===== config.mk =====
export PLATFORM = sky130hd
export DESIGN_NAME = psel_cell
export DESIGN_NICKNAME = d
export VERILOG_FILES = /design/src/design/psel_pkg.sv /design/src/design/psel_cell.sv
export SDC_FILE = /design/constraint.sdc
export NUM_CORES = 1
export LEC_CHECK = 0
export BUFFER_PORTS_ARGS = -buffer_cell sky130_fd_sc_hd__buf_2
export CORE_MARGIN = 2
export CORE_UTILIZATION = 38
export CTS_CLUSTER_DIAMETER = 40
export DETAILED_ROUTE_END_ITERATION = 12
export GPL_TIMING_DRIVEN = 0
export PLACE_DENSITY = 0.7
export SLEW_MARGIN = 20
export SYNTH_ARGS = -nofsm -noshare
export SYNTH_HDL_FRONTEND = slang
export SYNTH_SLANG_ARGS = --single-unit
export TNS_END_PERCENT = 20

===== constraint.sdc =====
create_clock -name clk -period 8.1 [get_ports clk]
set_clock_uncertainty 0.2 [all_clocks]
set_input_delay 2.43 -clock clk [delete_from_list [all_inputs] [get_ports clk]]
set_output_delay 2.43 -clock clk [all_outputs]
set_load 0.01 [all_outputs]

===== src/design/psel_pkg.sv =====
`timescale 1ns / 1ps
`default_nettype none
// ----------------------------------------------------------------------------
// psel_pkg: shared types and constants for percentile selection
// Sample width, register indexes and the control bundle that the
// top level sends to every sorting cell.
// ----------------------------------------------------------------------------
package psel_pkg;

	localparam int SAMPLE_W         = 64;
	localparam int FRAC_W           = 16;
	localparam int COUNT_OUT_W      = 11;
	localparam int CFG_IDX_W        = 2;
	localparam int DEF_MAX_ELEMENTS = 1024;

	// register indexes
	localparam logic [CFG_IDX_W-1:0] CFG_SAMPLE_SIGNED = 2'd0;
	localparam logic [CFG_IDX_W-1:0] CFG_RANK_FRACTION = 2'd1;

	localparam logic [FRAC_W-1:0] RANK_FRACTION_RST = 16'd32768;

	// per-cycle command to the cell row
	typedef struct packed {
		logic insert;   // place the broadcast sample
		logic shift;    // move every entry one cell toward cell 0
		logic clear;    // drop all entries
		logic sgn;      // two's complement ordering
	} psel_ctrl_t;

endpackage
`default_nettype wire


===== src/design/psel_cell.sv =====
`timescale 1ns / 1ps
`default_nettype none
// ----------------------------------------------------------------------------
// psel_cell: one entry of the insertion-sort row
// Holds one sample, compares it with the broadcast sample and takes
// either the new sample or its neighbor's entry.
// ----------------------------------------------------------------------------
module psel_cell (
	input  logic                           clk,
	input  logic                           arst_n,
	input  psel_pkg::psel_ctrl_t           ctrl,
	input  logic [psel_pkg::SAMPLE_W-1:0]  new_value,
	input  logic [psel_pkg::SAMPLE_W-1:0]  left_value,
	input  logic                           left_valid,
	input  logic                           left_move,
	input  logic [psel_pkg::SAMPLE_W-1:0]  right_value,
	input  logic                           move,
	output logic [psel_pkg::SAMPLE_W-1:0]  value,
	output logic                           valid,
	output logic                           gt
);
	import psel_pkg::*;

	logic [SAMPLE_W-1:0] value_q;
	logic                valid_q;
	logic [SAMPLE_W-1:0] key_own;
	logic [SAMPLE_W-1:0] key_new;

	// signed order maps to unsigned order by flipping the sign bit
	assign key_own = {value_q[SAMPLE_W-1] ^ ctrl.sgn, value_q[SAMPLE_W-2:0]};
	assign key_new = {new_value[SAMPLE_W-1] ^ ctrl.sgn, new_value[SAMPLE_W-2:0]};

	// an empty cell counts as greater than anything
	assign gt = !valid_q || (key_own > key_new);

	always_ff @(posedge clk) begin
		if (ctrl.shift) begin
			value_q <= right_value;
		end else if (ctrl.insert && move) begin
			value_q <= left_move ? left_value : new_value;
		end
	end

	always_ff @(posedge clk or negedge arst_n) begin
		if (!arst_n) begin
			valid_q <= 1'b0;
		end else if (ctrl.clear) begin
			valid_q <= 1'b0;
		end else if (ctrl.insert) begin
			valid_q <= valid_q | left_valid;
		end
	end

	assign value = value_q;
	assign valid = valid_q;

endmodule
`default_nettype wire


==> impl_metrics.json, run 1 <==
{
  "area_growth_pct": 38.0,
  "grt_overflow": 0,
  "routed-wl-met2_mm": 7.45,
  "critPathMaxFanout": 3,
  "rsz0062_at_grt": "no",
  "switching_power_w": 0.000328,
  "grt_antenna_before_repair": 1,
  "die_w_um": 118,
  "powerDensity_nw_per_um2": 170,
  "postCtsSetupBuffers": 0,
  "endpoint": "gt",
  "relSlewSlack": 0.520,
  "cts_root_buffer": "clkbuf_16",
  "r2r-end": "valid$_DFFE_PN0P_",
  "hold_ws_ns": 0.470,
  "cts.sink_count": 65,
  "holdPathStages": 2,
  "avgRoutedWirePerCell_um": 15.6,
  "worst_ep_arrival_time_ns": 4.50,
  "vias_per_cell": 4.89,
  "finalCriticalPeriod_ns": 7.13,
  "internal_power_w": 0.000827,
  "gp_congestion": 0.854,
  "fin_crit_sh": 0.880,
  "seq_area_um2": 1950,
  "hpwlAfterDp_mm": 12.6,
  "fin_nets": 1055,
  "p_comb_frac": 0.264,
  "critPathLaunch": "ctrl[0]",
  "p_clk_frac": 0.354,
  "top_layer": "met4",
  "drive_gt1_frac": 0.364,
  "final-setup-viol-count": 0,
  "cts_buffers": 9,
  "drt_iter0_drc": 175,
  "io_pins": 267,
  "final_cells": 967,
  "r2r-start": "valid$_DFFE_PN0P_",
  "synth_async_sr_flop_share": 0.0154,
  "min_path_type": "reg -> reg",
  "met1_length_mm": 6.01,
  "synth_seq_cells": 65,
  "first_pass_iters": 4,
  "grt_max_degree": 37,
  "seqPwrFrac": 0.383,
  "rows": 41,
  "drc": 0,
  "ff2ff_setup_slack_ns": 7.15,
  "worstSetupStartpointType": "input port",
  "antenna_left": 0,
  "grt_pass1_vias": 4802,
  "numPortBuffers": 264,
  "post-route-util": 0.537,
  "yosysTopAreaCellShare": 0.391,
  "htreeDepth": 3,
  "yosys_warnings": 0,
  "fmax_mhz": 140,
  "clock_latency_ns": 0.32,
  "min_from": "valid$_DFFE_PN0P_",
  "reg2reg_depth": 2,
  "synthTopCellsByArea": "edfxtp_1 (39%), ha_1 (16%), mux2i_1 (13%)",
  "vias": 4730,
  "place_inst": 951,
  "vdd_drop_max_uv": 79.8,
  "syn-cell-area_um2": 4910,
  "fin_tns_setup_ns": 0,
  "track_usage": 0.218,
  "clockBufferDepth": 2,
  "hold_buffers": 0,
  "synth_flop_cell": "edfxtp_1",
  "syn_avg_cell_area_um2": 9.56,
  "num-fill-cells": 1217,
  "criticalPathCategory": "in -> out",
  "cts-resized-gates": 0,
  "met3_length_mm": 1.27,
  "grt_pass1_wl_mm": 23.7,
  "coreArea_um2": 12600,
  "switching_share": 0.284,
  "worst-slew-pin-transition_ns": 0.719,
  "die_area_um2": 13900,
  "wirelength_mm": 15.0,
  "finalHoldViolCount": 0,
  "synth.distinct_cells": 31,
  "synth-edff-count": 64,
  "start_util": 0.389,
  "status": "completed",
  "synth_cells": 514,
  "yosysTopAreaCell": "edfxtp_1",
  "cts_tree": "done",
  "path_clk_slew_ns": 0.05,
  "pre_cts_slack_ns": 0.963,
  "multiInputGateArea_um2": 2650,
  "layout_setup_ws_ns": 0.970,
  "maxSlewViolCount": 0,
  "cp.required_ns": 5.47,
  "die_h_um": 118,
  "leakagePower_nw": 3.55,
  "synth_seq_area_share": 0.396,
  "synth_nets": 779,
  "antennaDiodeCount": 0,
  "end_kind": "output port",
  "drv_cap": 0
}
==> cell usage after synthesis, types with 3 or more instances <==
library cell  instances
a21o_1                5
edfxtp_1             64
nand2_1              82
nand4_1              10
a221oi_1              5
nand3_1               5
o21ai_0              74
nor3_1                3
mux2i_1              64
inv_1                64
ha_1                 64
clkbuf_1             14
buf_2                 6
and4_1                3
nor2_1                6
a21oi_1              27
==> critical path, cell delays in order <==
cell and delay, ns:
buf_2 0.11, xor2_1 0.14, ha_1 0.31, nand4_2 0.16
nor4_4 0.38, nand3_2 0.14, nor4b_2 0.37, a221oi_1 0.14
a21oi_1 0.15, buf_2 0.16
==> power groups by stage <==
| stage | clock, W | sequential, W | combinational, W |
|---|---|---|---|
| 2_1_floorplan | 0 | 0.000467 | 0.000144 |
| 3_3_place_gp | 0 | 0.000448 | 0.000302 |
| 3_5_place_dp | 0 | 0.000449 | 0.000308 |
| 4_1_cts | 0.000418 | 0.000443 | 0.000309 |
| 5_1_grt | 0.000429 | 0.000447 | 0.000345 |
| 6_report | 0.000408 | 0.000442 | 0.000305 |
==> layout by cell type (no fill, tap or decap), types with 6 or more instances in the layout <==
cell / count
clkbuf_16: 9
nand2_1: 82
nor2_1: 6
nand4_1: 10
inv_1: 64
clkbuf_1: 18
o21ai_0: 74
a21oi_1: 27
edfxtp_1: 64
ha_1: 64
buf_2: 270
mux2i_1: 64
==> through the flow <==
stage               total power (W)  cell area, um2
floorplan                  0.000612            4910
global placement           0.000750            6450
detailed placement         0.000757            6480
CTS                         0.00117            6780
global route                0.00122            6780
finish                      0.00115            6780
==> metal layers <==
layer,vias up,track usage
li1,2397,-
met1,2102,0.244
met2,213,0.393
met3,18,0.0606
met4,0,0.0791
met5,-,0
==> area by class of cell <==
type	instances	share of cell area
clock buffer	13	0.0354
sequential	65	0.287
clock inverter	3	0.00959
inverter	64	0.0354
multi-input combinational	364	0.390
buffer	21	0.0127
tap	172	0.0317
timing repair buffer	265	0.198
==> sequential cells by signal (all words and copies together), names as in the netlist <==
signal,cells
valid,1
value,64
==> logic make-up after synthesis <==
family	after synthesis	synth area share
AOI/OAI and AO/OA	116	0.127
xor gates and xnor gates	2	0.00357
adders and majority gates	64	0.163
buffers and inverters	85	0.0665
DFF	65	0.396
muxes	64	0.130
and+or+nand+nor	118	0.113
==> worst min-delay path by stage <==
stage                         to  slack (ns)
6_report       valid$_DFFE_PN0P_        0.47
3_5_place_dp   valid$_DFFE_PN0P_        0.48
2_1_floorplan  valid$_DFFE_PN0P_        0.35
3_3_place_gp   valid$_DFFE_PN0P_        0.48
4_1_cts        valid$_DFFE_PN0P_        0.49
5_1_grt        valid$_DFFE_PN0P_        0.52
Note: power is estimated with default switching activity, not from simulation.
==> run 2, diff against run 1 <==
--- a/config.mk
+++ b/config.mk
@@ -6,12 +6,14 @@
 export NUM_CORES = 1
 export LEC_CHECK = 0
 export BUFFER_PORTS_ARGS = -buffer_cell sky130_fd_sc_hd__buf_2
+export CAP_MARGIN = 25
 export CORE_MARGIN = 2
 export CORE_UTILIZATION = 38
 export CTS_CLUSTER_DIAMETER = 40
 export DETAILED_ROUTE_END_ITERATION = 12
 export GPL_TIMING_DRIVEN = 0
 export PLACE_DENSITY = 0.7
+export REMOVE_ABC_BUFFERS = 1
 export SLEW_MARGIN = 20
 export SYNTH_ARGS = -nofsm -noshare
 export SYNTH_HDL_FRONTEND = slang
==> impl_metrics.json, run 2 (synthesis results as in run 1) <==
{
  "grt_overflow": 0,
  "grt_pass1_wl_mm": 21.5,
  "die_w_um": 118,
  "clockBufferDepth": 2,
  "worst_ep_arrival_time_ns": 4.47,
  "path_common_cell": "buf_2",
  "drv_cap": 0,
  "vdd_drop_max_uv": 113,
  "r2r-end": "valid$_DFFE_PN0P_",
  "status": "completed",
  "min_path_type": "reg -> reg",
  "rows": 41,
  "start_util": 0.389,
  "met3_length_um": 934,
  "fmax_mhz": 141,
  "fin_tns_setup_ns": 0,
  "vias": 4520,
  "final-setup-viol-count": 0,
  "cts_tree": "done",
  "area_growth_pct": 36.9,
  "first_pass_iters": 4,
  "num-fill-cells": 1256,
  "fin_nets": 1038,
  "place_inst": 934,
  "seq_area_um2": 1950,
  "finalCriticalPeriod_ns": 7.10,
  "htreeDepth": 3,
  "drt_iter0_drc": 99,
  "maxSlewViolCount": 0,
  "ff2ff_setup_slack_ns": 7.18,
  "coreArea_um2": 12600,
  "layout_commonest_cell": "buf_2",
  "grt_max_degree": 69,
  "crit_buf_inv": 2,
  "cts.sink_count": 65,
  "vias_per_cell": 4.76,
  "cts_buffers": 9,
  "critical_path_depth": 10,
  "critPathMaxFanout": 3,
  "postCtsSetupBuffers": 0,
  "crit_slowest_cell": "nor4_4",
  "leakagePower_nw": 3.52,
  "clock_latency_ns": 0.32,
  "multiInputGateArea_um2": 2650,
  "routed-wl-met2_mm": 6.32,
  "fin_crit_sh": 0.876,
  "gp_congestion": 0.778,
  "grt_antenna_before_repair": 0,
  "die_area_um2": 13900,
  "worstSetupStartpointType": "input port",
  "path_clk_slew_ns": 0.05,
  "worst-slew-pin-transition_ns": 0.570,
  "largest_register_ffs": 64,
  "crit_chain": "buf_2 > xor2_1 > ha_1 > nand4_2 > nor4_4 > nand3_2 > nor4b_2 > a221oi_1 > a21oi_1 > buf_2",
  "avgRoutedWirePerCell_um": 13.7,
  "finalHoldViolCount": 0,
  "grt_pass1_vias": 4618,
  "cts_root_buffer": "clkbuf_16",
  "wirelength_mm": 13.0,
  "hold_buffers": 0,
  "max_stage_delay_ns": 0.38,
  "io_pins": 267,
  "antennaDiodeCount": 0,
  "rsz0062_at_grt": "no",
  "die_h_um": 118,
  "top_layer": "met4",
  "antenna_left": 0,
  "path_delay_family": "simple AND/OR/NAND/NOR gates",
  "met1_length_mm": 5.51,
  "powerDensity_nw_per_um2": 164,
  "reg2reg_depth": 2,
  "critPathLaunch": "ctrl[0]",
  "endpoint": "gt",
  "track_usage": 0.191,
  "cts-resized-gates": 0,
  "drive_gt1_frac": 0.369,
  "end_kind": "output port",
  "hpwlAfterDp_mm": 10.9,
  "drc": 0,
  "layout_common_cells": "buf_2 (264), nand2_1 (82), o21ai_0 (74)",
  "relSlewSlack": 0.620,
  "numPortBuffers": 266,
  "cp.required_ns": 5.47,
  "final_cells": 950,
  "r2r-start": "valid$_DFFE_PN0P_",
  "criticalPathCategory": "in -> out"
}
==> run 2: area by class of cell <==
| class | instances | area share |
|---|---|---|
| multi-input combinational | 364 | 0.394 |
| sequential | 65 | 0.289 |
| timing repair buffer | 269 | 0.208 |
| clock buffer | 16 | 0.0418 |
| inverter | 64 | 0.0357 |
| tap | 172 | 0.0320 |
==> run 2: where the power goes <==
part | switching [W] | internal (W) | total, W | leakage, nW
registers | 0.0000222 | 0.000419 | 0.000442 | 0.655
logic | 0.000161 | 0.000138 | 0.000299 | 2.73
clock network | 0.000133 | 0.000233 | 0.000366 | 0.137
total | 0.000316 | 0.000790 | 0.00111 | 3.52
==> run 2: worst reg2reg max path, cell delays in order (launching register included) <==
cell and delay (ns):
dfrtp_1 0.42, a21oi_1 0.13, nor2_1 0.05
==> run 2: worst min-delay path by stage <==
stage,startpoint,end,slack [ns],cells after the start
2_1_floorplan,valid$_DFFE_PN0P_,valid$_DFFE_PN0P_,0.35,2
3_3_place_gp,valid$_DFFE_PN0P_,valid$_DFFE_PN0P_,0.40,2
3_5_place_dp,valid$_DFFE_PN0P_,valid$_DFFE_PN0P_,0.40,2
4_1_cts,valid$_DFFE_PN0P_,valid$_DFFE_PN0P_,0.41,2
5_1_grt,valid$_DFFE_PN0P_,valid$_DFFE_PN0P_,0.47,2
6_report,valid$_DFFE_PN0P_,valid$_DFFE_PN0P_,0.40,2
==> run 2: routing by layer <==
| metal | up-vias | track usage |
|---|---|---|
| li1 | 2364 | - |
| met1 | 1965 | 0.225 |
| met2 | 169 | 0.327 |
| met3 | 22 | 0.0552 |
| met4 | 0 | 0.0715 |
| met5 | - | 0 |
==> run 2: through the flow <==
step           worst slack, ns  utilization  total power (W)  hold slack, ns  area (um2)
3_3_place_gp             0.933        0.505         0.000744           0.397        6370
2_1_floorplan             1.40            -         0.000598           0.354        4830
4_1_cts                  0.907        0.533          0.00112           0.412        6730
3_5_place_dp             0.912        0.511         0.000751           0.397        6450
5_1_grt                  0.716        0.533          0.00118           0.467        6730
6_report                  1.00        0.533          0.00111           0.397        6730
==> run 3, diff against run 2 <==
--- a/config.mk
+++ b/config.mk
@@ -6,9 +6,9 @@
 export NUM_CORES = 1
 export LEC_CHECK = 0
 export BUFFER_PORTS_ARGS = -buffer_cell sky130_fd_sc_hd__buf_2
-export CAP_MARGIN = 25
 export CORE_MARGIN = 2
 export CORE_UTILIZATION = 38
+export CTS_BUF_LIST = sky130_fd_sc_hd__clkbuf_4 sky130_fd_sc_hd__clkbuf_8
 export CTS_CLUSTER_DIAMETER = 40
 export DETAILED_ROUTE_END_ITERATION = 12
 export GPL_TIMING_DRIVEN = 0
==> constraint.sdc (replaced) <==
create_clock -name clk -period 8.1 [get_ports clk]
set_clock_uncertainty 0.2 [all_clocks]
set_input_delay 0.405 -clock clk [delete_from_list [all_inputs] [get_ports clk]]
set_output_delay 0.405 -clock clk [all_outputs]
set_load 0.01 [all_outputs]
==> impl_metrics.json, run 3 (synthesis results as in run 1) <==
{
  "status": "completed",
  "top_usage_layer": "met2",
  "switching_share": 0.302,
  "io_pins": 267,
  "ff2ff_setup_slack_ns": 7.17,
  "drive_gt1_frac": 0.373,
  "clockBufferDepth": 2,
  "switching_power_w": 0.000307,
  "layout_commonest_cell": "buf_2",
  "rows": 41,
  "wirelength_mm": 13.1,
  "r2r-start": "valid$_DFFE_PN0P_",
  "post-route-util": 0.528,
  "grt_max_degree": 69,
  "gp_congestion": 0.778,
  "grt_pass1_vias": 4640,
  "critPathLaunch": "value[63]$_DFFE_PP_",
  "met2_usage": 0.330,
  "cts.sink_count": 65,
  "die_w_um": 118,
  "antenna_left": 0,
  "r2r-end": "valid$_DFFE_PN0P_",
  "worstSetupStartpointType": "flip-flop",
  "finalHoldViolCount": 0,
  "grt_overflow": 0,
  "path_clk_slew_ns": 0.08,
  "grt_pass1_wl_mm": 21.6,
  "cp.required_ns": 7.50,
  "antennaDiodeCount": 0,
  "cts_buffers": 9,
  "cts_tree": "done",
  "endpoint": "gt",
  "avgRoutedWirePerCell_um": 13.8,
  "rsz0062_at_grt": "no",
  "powerDensity_nw_per_um2": 152,
  "hold_buffers": 2,
  "numPortBuffers": 266,
  "p_comb_frac": 0.295,
  "layout_common_cells": "buf_2 (264), nand2_1 (82), o21ai_0 (74)",
  "fin_tns_setup_ns": 0,
  "fin_crit_sh": 0.409,
  "fmax_mhz": 302,
  "maxSlewViolCount": 0,
  "internal_power_w": 0.000708,
  "largest_register_ffs": 64,
  "postCtsSetupBuffers": 0,
  "die_h_um": 118,
  "vias_per_cell": 4.76,
  "drt_iter0_drc": 110,
  "drc": 0,
  "htreeDepth": 3,
  "seqPwrFrac": 0.435,
  "cts-resized-gates": 0,
  "leakagePower_nw": 3.50,
  "clock_latency_ns": 0.33,
  "area_growth_pct": 35.6,
  "hpwlAfterDp_mm": 10.9,
  "relSlewSlack": 0.619,
  "start_util": 0.389,
  "min_path_type": "in -> reg",
  "drv_cap": 0,
  "coreArea_um2": 12600,
  "worst_ep_arrival_time_ns": 2.71,
  "worst-slew-pin-transition_ns": 0.571,
  "reg2reg_depth": 2,
  "fin_nets": 1040,
  "cts_root_buffer": "clkbuf_8",
  "vdd_drop_max_uv": 72.0,
  "met1_usage": 0.228,
  "finalCriticalPeriod_ns": 3.31,
  "die_area_um2": 13900,
  "criticalPathCategory": "reg -> out",
  "track_usage": 0.191,
  "grt_util_met3": 0.0489,
  "final-setup-viol-count": 0,
  "p_clk_frac": 0.270,
  "end_kind": "output port",
  "grt_antenna_before_repair": 0,
  "vias": 4535,
  "critPathMaxFanout": 3,
  "first_pass_iters": 6
}
==> run 3: cell types whose count changed in the layout (fill, tap and decap cells not counted), sizes merged <==
cell	before	now
dlygate4sd3	0	2
==> run 3: worst max-delay path: stages, from the launching register on <==
cell and delay, ns:
edfxtp_1 0.40, xor2_1 0.17, ha_1 0.31, nand4_2 0.15, nor4_4 0.38, nand3_2 0.12, nor4b_2 0.36, a221oi_1 0.14
a21oi_1 0.15, buf_2 0.17
==> run 3: cell type report <==
class                           count  area, um2
Fill cell                        1253       5960
Multi-Input combinational cell    364       2650
Sequential cell                    65       1950
Timing Repair Buffer              271       1420
Inverter                           64        240
Tap cell                          172        215
Clock buffer                       16        195
==> run 3: power by group through the flow <==
stage | Combinational, W | Sequential, W | Clock (W)
after floorplan | 0.000130 | 0.000468 | 0
after global placement | 0.000296 | 0.000448 | 0
after detailed placement | 0.000302 | 0.000448 | 0
final | 0.000299 | 0.000441 | 0.000274
after global routing | 0.000342 | 0.000446 | 0.000296
after CTS | 0.000304 | 0.000442 | 0.000282
==> run 3: stage by stage <==
stage | area (um2) | setup slack [ns] | instances | total power, W | hold slack (ns)
floorplan | 4830 | 5.37 | 493 | 0.000598 | -0.0906
global placement | 6370 | 3.66 | 931 | 0.000744 | -0.0190
detailed placement | 6450 | 4.96 | 934 | 0.000751 | -0.0188
CTS | 6660 | 4.68 | 952 | 0.00103 | 0.0914
global route | 6660 | 4.46 | 952 | 0.00108 | 0.129
finish | 6660 | 4.79 | 952 | 0.00101 | 0.130
==> run 3: layer usage <==
metal  routed length [um]  up-vias
li1                     -     2366
met2                 6380      167
met1                 5520     1978
met3                  932       24
met4                  312        0
met5                    0        -
==> run 3: worst min path at each step <==
stage / startpoint / end / slack [ns] / cells after the start
global placement: arst_n / valid$_DFFE_PN0P_ / -0.02 / 1
CTS: left_valid / valid$_DFFE_PN0P_ / 0.09 / 3
global route: right_value[44] / value[44]$_DFFE_PP_ / 0.13 / 3
detailed placement: arst_n / valid$_DFFE_PN0P_ / -0.02 / 1
finish: left_valid / valid$_DFFE_PN0P_ / 0.13 / 3
floorplan: arst_n / valid$_DFFE_PN0P_ / -0.09 / 0
